### src/hw/rtl/olir_pkg.sv
// Package: shared constants, codes and types for the ordered list unit.
package olir_pkg;

  localparam int CAPACITY = 64;
  localparam int ADDR_W   = (CAPACITY > 1) ? $clog2(CAPACITY) : 1;
  localparam int CNT_W    = 7;
  localparam int DATA_W   = 32;
  localparam int OP_W     = 3;
  localparam int STAT_W   = 2;

  typedef enum logic [OP_W-1:0] {
    OP_CLEAR  = 3'd0,
    OP_QUERY  = 3'd1,
    OP_INSERT = 3'd2,
    OP_READ   = 3'd3,
    OP_REMOVE = 3'd4
  } opcode_t;

  typedef enum logic [STAT_W-1:0] {
    STAT_OK        = 2'd0,
    STAT_EMPTY     = 2'd1,
    STAT_NOT_FOUND = 2'd2,
    STAT_FULL      = 2'd3
  } status_t;

  typedef struct packed {
    status_t                   status;
    logic                      empty;
    logic signed [DATA_W-1:0]  value;
    logic                      last;
    logic [CNT_W-1:0]          count;
  } result_t;

  typedef struct packed {
    logic                en;
    logic [ADDR_W-1:0]   addr;
    logic [DATA_W-1:0]   data;
  } ram_wr_t;

endpackage

### src/hw/rtl/olir_store.sv
// Element store: one write port, one read port with registered read data.
module olir_store (
  input  logic                          clk,
  input  olir_pkg::ram_wr_t             wr,
  input  logic [olir_pkg::ADDR_W-1:0]   rd_addr,
  output logic [olir_pkg::DATA_W-1:0]   rd_data
);

  logic [olir_pkg::DATA_W-1:0] mem [olir_pkg::CAPACITY];

  always_ff @(posedge clk) begin
    if (wr.en) begin
      mem[wr.addr] <= wr.data;
    end
    rd_data <= mem[rd_addr];
  end

endmodule

### src/hw/rtl/olir_seq.sv
// Sequencer: decodes requests, walks the store with a shared index/compare unit.
module olir_seq (
  input  logic                                 clk,
  input  logic                                 rst,
  input  logic                                 in_valid,
  output logic                                 in_ready,
  input  logic [olir_pkg::OP_W-1:0]            in_opcode,
  input  logic signed [olir_pkg::DATA_W-1:0]   in_value,
  output logic                                 out_valid,
  input  logic                                 out_ready,
  output olir_pkg::result_t                    out_item,
  output logic [olir_pkg::ADDR_W-1:0]          rd_addr,
  input  logic [olir_pkg::DATA_W-1:0]          rd_data,
  output olir_pkg::ram_wr_t                    ram_wr
);

  typedef enum logic [2:0] {
    S_IDLE,
    S_RD_REQ,
    S_RD_DATA,
    S_SRCH_REQ,
    S_SRCH_CMP,
    S_SH_REQ,
    S_SH_WR,
    S_EMIT
  } state_t;

  state_t                              state;
  logic [olir_pkg::OP_W-1:0]           op;
  logic [olir_pkg::DATA_W-1:0]         operand;
  logic [olir_pkg::ADDR_W-1:0]         idx;
  logic [olir_pkg::CNT_W-1:0]          count;
  olir_pkg::status_t                   res_status;
  logic [olir_pkg::DATA_W-1:0]         res_value;
  logic                                res_last;

  // shared index unit and comparator
  logic [olir_pkg::CNT_W-1:0] idx_inc;
  logic [olir_pkg::CNT_W-1:0] idx_inc2;
  logic                       at_end;
  logic                       next_is_end;
  logic                       hit;
  logic                       full;

  assign idx_inc     = olir_pkg::CNT_W'(idx) + olir_pkg::CNT_W'(1);
  assign idx_inc2    = idx_inc + olir_pkg::CNT_W'(1);
  assign at_end      = (idx_inc == count);
  assign next_is_end = (idx_inc2 == count);
  assign hit         = (rd_data == operand);
  assign full        = (count >= olir_pkg::CNT_W'(olir_pkg::CAPACITY));

  assign in_ready  = (state == S_IDLE);
  assign out_valid = (state == S_EMIT);

  assign out_item.status = res_status;
  assign out_item.empty  = (count == '0);
  assign out_item.value  = res_value;
  assign out_item.last   = res_last;
  assign out_item.count  = count;

  assign rd_addr = (state == S_SH_REQ) ? idx_inc[olir_pkg::ADDR_W-1:0] : idx;

  always_comb begin
    ram_wr = '0;
    if (state == S_IDLE && in_valid && in_opcode == olir_pkg::OP_INSERT && !full) begin
      ram_wr.en   = 1'b1;
      ram_wr.addr = count[olir_pkg::ADDR_W-1:0];
      ram_wr.data = in_value;
    end else if (state == S_SH_WR) begin
      ram_wr.en   = 1'b1;
      ram_wr.addr = idx;
      ram_wr.data = rd_data;
    end
  end

  always_ff @(posedge clk) begin
    if (rst) begin
      state      <= S_IDLE;
      count      <= '0;
      idx        <= '0;
      op         <= '0;
      res_status <= olir_pkg::STAT_OK;
      res_last   <= 1'b0;
    end else begin
      unique case (state)
        S_IDLE: begin
          if (in_valid) begin
            op        <= in_opcode;
            operand   <= in_value;
            idx       <= '0;
            res_value <= '0;
            res_last  <= 1'b1;
            unique case (in_opcode)
              olir_pkg::OP_CLEAR: begin
                res_status <= olir_pkg::STAT_OK;
                count      <= '0;
                state      <= S_EMIT;
              end
              olir_pkg::OP_QUERY: begin
                res_status <= olir_pkg::STAT_OK;
                state      <= S_EMIT;
              end
              olir_pkg::OP_INSERT: begin
                if (full) begin
                  res_status <= olir_pkg::STAT_FULL;
                end else begin
                  res_status <= olir_pkg::STAT_OK;
                  count      <= count + olir_pkg::CNT_W'(1);
                end
                state <= S_EMIT;
              end
              olir_pkg::OP_READ: begin
                if (count == '0) begin
                  res_status <= olir_pkg::STAT_EMPTY;
                  state      <= S_EMIT;
                end else begin
                  res_status <= olir_pkg::STAT_OK;
                  state      <= S_RD_REQ;
                end
              end
              olir_pkg::OP_REMOVE: begin
                if (count == '0) begin
                  res_status <= olir_pkg::STAT_EMPTY;
                  state      <= S_EMIT;
                end else begin
                  res_status <= olir_pkg::STAT_OK;
                  state      <= S_SRCH_REQ;
                end
              end
              default: begin
                // unused opcode: word dropped, nothing emitted
                state <= S_IDLE;
              end
            endcase
          end
        end
        S_RD_REQ: begin
          state <= S_RD_DATA;
        end
        S_RD_DATA: begin
          res_status <= olir_pkg::STAT_OK;
          res_value  <= rd_data;
          res_last   <= at_end;
          state      <= S_EMIT;
        end
        S_SRCH_REQ: begin
          state <= S_SRCH_CMP;
        end
        S_SRCH_CMP: begin
          if (hit) begin
            if (at_end) begin
              count      <= count - olir_pkg::CNT_W'(1);
              res_status <= olir_pkg::STAT_OK;
              state      <= S_EMIT;
            end else begin
              state <= S_SH_REQ;
            end
          end else if (at_end) begin
            res_status <= olir_pkg::STAT_NOT_FOUND;
            state      <= S_EMIT;
          end else begin
            idx   <= idx_inc[olir_pkg::ADDR_W-1:0];
            state <= S_SRCH_REQ;
          end
        end
        S_SH_REQ: begin
          state <= S_SH_WR;
        end
        S_SH_WR: begin
          // entry idx takes entry idx+1
          idx <= idx_inc[olir_pkg::ADDR_W-1:0];
          if (next_is_end) begin
            count      <= count - olir_pkg::CNT_W'(1);
            res_status <= olir_pkg::STAT_OK;
            state      <= S_EMIT;
          end else begin
            state <= S_SH_REQ;
          end
        end
        S_EMIT: begin
          if (out_ready) begin
            if (op == olir_pkg::OP_READ && res_status == olir_pkg::STAT_OK && !res_last) begin
              idx   <= idx_inc[olir_pkg::ADDR_W-1:0];
              state <= S_RD_REQ;
            end else begin
              state <= S_IDLE;
            end
          end
        end
        default: begin
          state <= S_IDLE;
        end
      endcase
    end
  end

  a_count_bound: assert property (@(posedge clk) disable iff (rst)
    count <= olir_pkg::CNT_W'(olir_pkg::CAPACITY))
    else $error("element count above capacity");

  a_count_step: assert property (@(posedge clk) disable iff (rst)
    (!$past(rst) && !$stable(count)) |->
      (count == $past(count) + olir_pkg::CNT_W'(1) ||
       count == $past(count) - olir_pkg::CNT_W'(1) || count == '0))
    else $error("count moved by more than one");

  a_full_status: assert property (@(posedge clk) disable iff (rst)
    (state == S_EMIT && res_status == olir_pkg::STAT_FULL) |->
      count == olir_pkg::CNT_W'(olir_pkg::CAPACITY))
    else $error("full reported below capacity");

  a_read_last: assert property (@(posedge clk) disable iff (rst)
    (state == S_EMIT && op == olir_pkg::OP_READ && res_status == olir_pkg::STAT_OK) |->
      (res_last == at_end))
    else $error("read-out last marker misplaced");

  a_write_src: assert property (@(posedge clk) disable iff (rst)
    ram_wr.en |->
      ((state == S_IDLE && in_valid &&
        count < olir_pkg::CNT_W'(olir_pkg::CAPACITY)) ||
       state == S_SH_WR))
    else $error("store written outside insert or compaction");

endmodule

### src/hw/rtl/olir_obuf.sv
// Output register stage between the sequencer and the master port.
module olir_obuf (
  input  logic               clk,
  input  logic               rst,
  input  logic               in_valid,
  output logic               in_ready,
  input  olir_pkg::result_t  in_item,
  output logic               out_valid,
  input  logic               out_ready,
  output olir_pkg::result_t  out_item
);

  logic              valid;
  olir_pkg::result_t item;

  assign in_ready  = !valid || out_ready;
  assign out_valid = valid;
  assign out_item  = item;

  always_ff @(posedge clk) begin
    if (rst) begin
      valid <= 1'b0;
    end else if (in_ready) begin
      valid <= in_valid;
    end
  end

  always_ff @(posedge clk) begin
    if (in_ready && in_valid) begin
      item <= in_item;
    end
  end

endmodule

### src/hw/rtl/ordered_list_insert_remove_unit.sv
// Top level: bounded ordered list with tail insert and remove by value.
//
//  channel   dir  signals                         content
//  s_*       in   tvalid tready tdata tuser       one request word
//  m_*       out  tvalid tready tdata tuser tlast one result word
//
// Clear, query and insert are decoded, then handed off to the output register.
// Read-out is decoded, then walks S_RD_REQ, S_RD_DATA and S_EMIT for each element,
// plus any stall on m_tready. Remove searches (S_SRCH_REQ, S_SRCH_CMP), then moves
// later entries up (S_SH_REQ, S_SH_WR) through the store read port walked by the sequencer.
// s_tready is high only while the sequencer is idle; reset (rst, sync)
// empties the list; the store itself is not cleared.
module ordered_list_insert_remove_unit (
  input  logic        clk,
  input  logic        rst,
  input  logic        s_tvalid,
  output logic        s_tready,
  input  logic [31:0] s_tdata,   // [31:0] operand_value
  input  logic [2:0]  s_tuser,   // [2:0] opcode
  output logic        m_tvalid,
  input  logic        m_tready,
  output logic [39:0] m_tdata,   // [31:0] element_value, [38:32] element_count, [39] zero
  output logic [2:0]  m_tuser,   // [1:0] status, [2] empty_flag
  output logic        m_tlast    // last_flag
);

  logic                              seq_valid;
  logic                              seq_ready;
  olir_pkg::result_t                 seq_item;
  olir_pkg::result_t                 buf_item;
  logic [olir_pkg::ADDR_W-1:0]       rd_addr;
  logic [olir_pkg::DATA_W-1:0]       rd_data;
  olir_pkg::ram_wr_t                 ram_wr;

  olir_store u_store (
    .clk     (clk),
    .wr      (ram_wr),
    .rd_addr (rd_addr),
    .rd_data (rd_data)
  );

  olir_seq u_seq (
    .clk       (clk),
    .rst       (rst),
    .in_valid  (s_tvalid),
    .in_ready  (s_tready),
    .in_opcode (s_tuser),
    .in_value  (s_tdata),
    .out_valid (seq_valid),
    .out_ready (seq_ready),
    .out_item  (seq_item),
    .rd_addr   (rd_addr),
    .rd_data   (rd_data),
    .ram_wr    (ram_wr)
  );

  olir_obuf u_obuf (
    .clk       (clk),
    .rst       (rst),
    .in_valid  (seq_valid),
    .in_ready  (seq_ready),
    .in_item   (seq_item),
    .out_valid (m_tvalid),
    .out_ready (m_tready),
    .out_item  (buf_item)
  );

  assign m_tdata = {1'b0, buf_item.count, buf_item.value};
  assign m_tuser = {buf_item.empty, buf_item.status};
  assign m_tlast = buf_item.last;

endmodule
### config.mk
export PLATFORM = sky130hd
export DESIGN_NAME = ordered_list_insert_remove_unit
export DESIGN_NICKNAME = d
export VERILOG_FILES = /design/src/hw/rtl/olir_pkg.sv /design/src/hw/rtl/olir_store.sv /design/src/hw/rtl/olir_seq.sv /design/src/hw/rtl/olir_obuf.sv /design/src/hw/rtl/ordered_list_insert_remove_unit.sv
export SDC_FILE = /design/constraint.sdc
export NUM_CORES = 2
export LEC_CHECK = 0
export BUFFER_PORTS_ARGS = -buffer_cell sky130_fd_sc_hd__buf_2
export CAP_MARGIN = 20
export CELL_PAD_IN_SITES_DETAIL_PLACEMENT = 0
export CELL_PAD_IN_SITES_GLOBAL_PLACEMENT = 1
export CORE_ASPECT_RATIO = 2
export CORE_UTILIZATION = 55
export DETAILED_ROUTE_END_ITERATION = 6
export PLACE_DENSITY = 0.75
export SLEW_MARGIN = 20
export SYNTH_ARGS = -nofsm -noshare
export SYNTH_HDL_FRONTEND = slang
export SYNTH_SLANG_ARGS = --single-unit
export TNS_END_PERCENT = 100
### constraint.sdc
create_clock -name clk -period 6.8 [get_ports clk]
set_clock_uncertainty 0.1 [all_clocks]
set_input_delay 1.02 -clock clk [delete_from_list [all_inputs] [get_ports clk]]
set_output_delay 1.02 -clock clk [all_outputs]
set_load 0.02 [all_outputs]
==> implementation parameters <==
Parameter                              Value

Floorplan
  Site Rows ... just over 200
  Die Width ... about 280 µm
  Initial Utilization ... about 56%
  Die Ht ... approximately 560 µm
  Std-Cell Core Area ... roughly 150,000 µm²
  Die outline area ... between 150,000 and 200,000 µm²
  IO Count ... 85

Finish
  Final std cells w/o fill ... 6,408
  Fillcell total ... about 10k
  Final layout net count ... 4,257
  Share of final-layout standard cells stronger than drive strength 1 ... between 20% and 30%
  Area growth from synthesis to layout ... 12.19%
  Core Util, Final ... between 60 and 70%

CTS
  CTS tree ... done
  Skew-Pair Late Insertion Delay ... ~0.85 ns
  Post-CTS Repair Setup Buffers ... 0
  CTS buffer count ... 182
  H-tree levels ... 4
  Clock sinks ... roughly 2.2k
  CTS Buffer Depth ... 4
  Buffer type at the clock tree root ... sky130_fd_sc_hd__clkbuf_16
  Post-cts resize count ... 0
  Number of hold buffers added after cts ... 0
  Clock-pin slew on the worst setup and hold paths ... ~0.070 ns

Min path
  Cell count of the worst hold path ... 0
  Endpoint, Worst Hold ... u_obuf.out_item[28]$_DFFE_PP_
  Min-Delay Startpoint ... u_seq.res_value[20]$_SDFFCE_PN0P_
  Path category of the worst min-delay check ... reg -> reg

Global route
  Overflow after GRT ... 0
  Largest net degree at the start of global routing ... 87
  Global-route total usage across every layer ... between 20% and 30%
  First-pass GRT wire length ... between 300,000 and 400,000 µm
  Number of antenna violations at the first check in global routing ... 11
  Vias in the first global route ... 41.97k

Drt
  DR iter-0 viols ... 4,719
  Post-route ant nets ... 0
  Number of detailed-route iterations in the first pass ... 6
  Wirelength per Cell ... ~34 µm
  Overall via count from detail_route ... roughly 42k
  Number of DRC violations after detailed routing ... 0
  Final WL ... roughly 220,000 µm
  Via-to-Cell Ratio ... approximately 6.5

STA
  Max Slew Vio Count ... 0
  Post-route clock period utilization ... approximately three quarters
  Total negative slack ... 0 ns
  # setup viols final ... 0
  Clock period minus final worst setup slack ... between 5 and 6 ns
  Unrepaired setup endpoints after global routing ... no
  Hold slack ... 0.3117 ns
  Count of endpoints failing hold in the final timing report ... 0
  Fin worst setup slack ... 1.773 ns
  Transition time at the pin with the least slew margin ... about 1.2 ns
  Fmax ... about 200 MHz
  Relative slew margins ... between 10% and 20%

Placement
  Detailed-placement wirelength estimate ... 141,100 µm
  Count of buffers from port buffering ... 83
  Final weighted congestion of routability-driven global placement ... between 0.9 and 1
  Cell count after placement ... between 6k and 7k
  Post-Place Worst Slack ... approximately 1.8 ns

Yosys
  Per-instance average area after synthesis ... between 20 and 25 µm²
  Async set-reset flop share out of synthesis ... 0%
  Commonest register cell after synthesis ... sky130_fd_sc_hd__edfxtp_1
  Number of nets produced by synthesis ... 4,044
  Yosys warning total ... 0
  Count of flip-flops with a built-in enable after synthesis ... around 2.2k
  Netlist cell types ... 70
  Synthesized instance count ... roughly 4k
  Register area share after synthesis ... between 70% and 80%
  Synth Register Bits ... 2,210
  Area of the mapped netlist ... about 85,000 µm²

Pwr
  Total power divided by cell area ... approximately 330 nW/µm²
  P_leak ... between 0.03 and 0.04 µW
  Worst ir drop on vdd ... ~220 µV

Worst setup path
  Critical path data arrival time ... about 5.7 ns
  Worst-path fanout max ... 17
  Path type of the worst setup path ... reg -> reg
  Dominant cell type by count on the critical path ... sky130_fd_sc_hd__buf_4
  Reg2Reg Launch Point ... u_seq.state[0]$_SDFFE_PP0P_
  Endpoint of the lowest-slack register-to-register path ... u_store.rd_data[17]$_DFF_P_
  Series of cell instances along the critical path ... and3b_1 -> nand2_1 -> xnor2_2 -> buf_4 -> buf_4 -> mux2i_1 -> a32oi_1 -> nand4_1 -> buf_4 -> a221oi_1
  Flop-to-flop setup slack ... approximately 1.8 ns
  Peak per-stage delay on the critical path ... approximately 0.90 ns
  Slowest cell on the critical path ... sky130_fd_sc_hd__xnor2_2
  Reg2reg path depth ... 10
  Worst setup SP type ... flip-flop
  Crit path required time ... about 7.4 ns
  Kind of end point of the critical path ... flip-flop

Status
  Status ... finished clean

Flow run
  Count of max-cap constraint violations ... 0
## critical path, delay by kind of cell, from the launching register on
family / cells / cell delay, ns
xor+xnor: 1 / 0.90
flops: 1 / 0.70
buf+inv: 3 / 1.03
simple gates: 3 / 0.87
compound gates: 2 / 1.04
mux: 1 / 0.25
## synth_stat cells, types with 4 or more instances
cell type | n | share of area, %
sky130_fd_sc_hd__a211oi_1 | 5 | 0.044
sky130_fd_sc_hd__a21boi_0 | 4 | 0.035
sky130_fd_sc_hd__a21oi_1 | 25 | 0.15
sky130_fd_sc_hd__a221oi_1 | 5 | 0.051
sky130_fd_sc_hd__a221oi_2 | 19 | 0.34
sky130_fd_sc_hd__a22o_1 | 35 | 0.36
sky130_fd_sc_hd__a32oi_1 | 89 | 0.92
sky130_fd_sc_hd__and2_1 | 4 | 0.029
sky130_fd_sc_hd__and3_1 | 37 | 0.27
sky130_fd_sc_hd__and4_1 | 15 | 0.15
sky130_fd_sc_hd__buf_1 | 5 | 0.022
sky130_fd_sc_hd__buf_2 | 39 | 0.23
sky130_fd_sc_hd__buf_4 | 46 | 0.41
sky130_fd_sc_hd__clkbuf_1 | 133 | 0.59
sky130_fd_sc_hd__dfxtp_1 | 55 | 1.3
sky130_fd_sc_hd__edfxtp_1 | 2155 | 76
sky130_fd_sc_hd__ha_1 | 5 | 0.073
sky130_fd_sc_hd__inv_1 | 13 | 0.057
sky130_fd_sc_hd__mux2i_1 | 135 | 1.6
sky130_fd_sc_hd__mux4_2 | 512 | 14
sky130_fd_sc_hd__nand2_1 | 306 | 1.3
sky130_fd_sc_hd__nand3_1 | 58 | 0.34
sky130_fd_sc_hd__nand4_1 | 32 | 0.24
sky130_fd_sc_hd__nor2_1 | 110 | 0.48
sky130_fd_sc_hd__nor2b_1 | 5 | 0.037
sky130_fd_sc_hd__nor3_1 | 7 | 0.041
sky130_fd_sc_hd__nor4_1 | 7 | 0.051
sky130_fd_sc_hd__o21ai_0 | 22 | 0.13
sky130_fd_sc_hd__o22ai_1 | 5 | 0.037
sky130_fd_sc_hd__xnor2_1 | 43 | 0.44
sky130_fd_sc_hd__xor2_1 | 7 | 0.072
## kinds of logic after synthesis
| logic type | Yosys count | synth area share [%] |
|---|---|---|
| buf+inv | 241 | 1.342 |
| other cells | 1 | 0.004404 |
| xor+xnor | 51 | 0.5466 |
| mux | 647 | 15.13 |
| compound gates | 245 | 2.441 |
| simple gates | 600 | 3.172 |
| fa+ha+maj | 5 | 0.07347 |
| flops | 2210 | 77.29 |
## layer usage
layer,track usage [%],vias to the layer above,part of all wire (%)
met5,0,-,0
met4,18.35,0,7.2
met3,3.459,423,6.5
met2,48.15,1896,51
met1,35.34,22330,35
li1,-,17070,-
## stage by stage
step	total power (µW)	area (µm²)
after floorplan	19510	85150
after global placement	21090	89190
after detailed placement	21150	89440
after CTS	31560	95340
after global routing	32260	95520
final	31410	95530
## power breakdown
| part | total [µW] | switching [µW] | internal (µW) |
|---|---|---|---|
| sequential | 15800 | 247 | 15500 |
| combinational | 5030 | 2890 | 2140 |
| clock | 10600 | 4680 | 5920 |
| total | 31400 | 7820 | 23600 |
## cells in the final DEF, fill, tap and decap left out, types with 6 or more instances in the layout
master                          n
sky130_fd_sc_hd__edfxtp_1    2155
sky130_fd_sc_hd__mux4_2       512
sky130_fd_sc_hd__nand2_1      306
sky130_fd_sc_hd__clkbuf_16    187
sky130_fd_sc_hd__buf_4        136
sky130_fd_sc_hd__mux2i_1      135
sky130_fd_sc_hd__a32oi_1       89
sky130_fd_sc_hd__buf_2         83
sky130_fd_sc_hd__nor2_4        72
sky130_fd_sc_hd__nand3_1       58
sky130_fd_sc_hd__dfxtp_1       55
sky130_fd_sc_hd__xnor2_1       41
sky130_fd_sc_hd__and3_1        37
sky130_fd_sc_hd__nor2_1        36
sky130_fd_sc_hd__clkinv_1      36
sky130_fd_sc_hd__nand4_1       32
sky130_fd_sc_hd__buf_12        32
sky130_fd_sc_hd__clkinv_2      30
sky130_fd_sc_hd__clkbuf_1      29
sky130_fd_sc_hd__a21oi_1       25
sky130_fd_sc_hd__o21ai_0       22
sky130_fd_sc_hd__a22o_4        21
sky130_fd_sc_hd__bufinv_16     21
sky130_fd_sc_hd__a221oi_2      19
sky130_fd_sc_hd__and4_1        15
sky130_fd_sc_hd__inv_1         13
sky130_fd_sc_hd__a22o_2        11
sky130_fd_sc_hd__diode_2        9
sky130_fd_sc_hd__clkbuf_8       9
sky130_fd_sc_hd__nor4_1         7
sky130_fd_sc_hd__xor2_1         7
sky130_fd_sc_hd__clkinvlp_4     6
## how the worst max path moves through the flow
| stage | slack (ns) | cells after the start | startpoint | endpoint |
|---|---|---|---|---|
| 6_report | 1.77 | 10 | u_seq.state[0]$_SDFFE_PP0P_ | u_store.rd_data[17]$_DFF_P_ |
| 5_1_grt | 1.66 | 10 | u_seq.state[0]$_SDFFE_PP0P_ | u_store.rd_data[17]$_DFF_P_ |
| 4_1_cts | 1.78 | 10 | u_seq.state[0]$_SDFFE_PP0P_ | u_store.rd_data[17]$_DFF_P_ |
| 3_5_place_dp | 1.77 | 10 | u_seq.state[0]$_SDFFE_PP0P_ | u_store.rd_data[17]$_DFF_P_ |
| 3_3_place_gp | 1.44 | 10 | u_seq.state[0]$_SDFFE_PP0P_ | u_store.rd_data[11]$_DFF_P_ |
| 2_1_floorplan | 1.63 | 8 | s_tuser[0] | u_store.mem[32][0]$_DFFE_PP_ |
## area by class of cell
cell class	instances	area, µm²	share of cell area, %
Timing Repair Buffer	255	2187	2.290
Clock buffer	225	4912	5.142
Sequential cell	2210	65810	68.90
Multi-Input combinational cell	1549	18990	19.88
Inverter	15	56.30	0.05894
Tap cell	2050	2565	2.685
Clock inverter	95	983.4	1.029
Antenna cell	9	22.52	0.02358
## registers in the layout, summed over array words and instances (netlist names)
name              flops
u_seq.idx             6
u_seq.res_value      32
u_seq.op              3
u_store.rd_data      32
u_obuf.out_valid      1
u_seq.res_status      2
u_obuf.out_item      43
u_seq.operand        32
u_seq.state           3
u_seq.count           7
u_store.mem        2048
u_seq.res_last        1
Note: power is estimated with default switching activity, not from simulation.
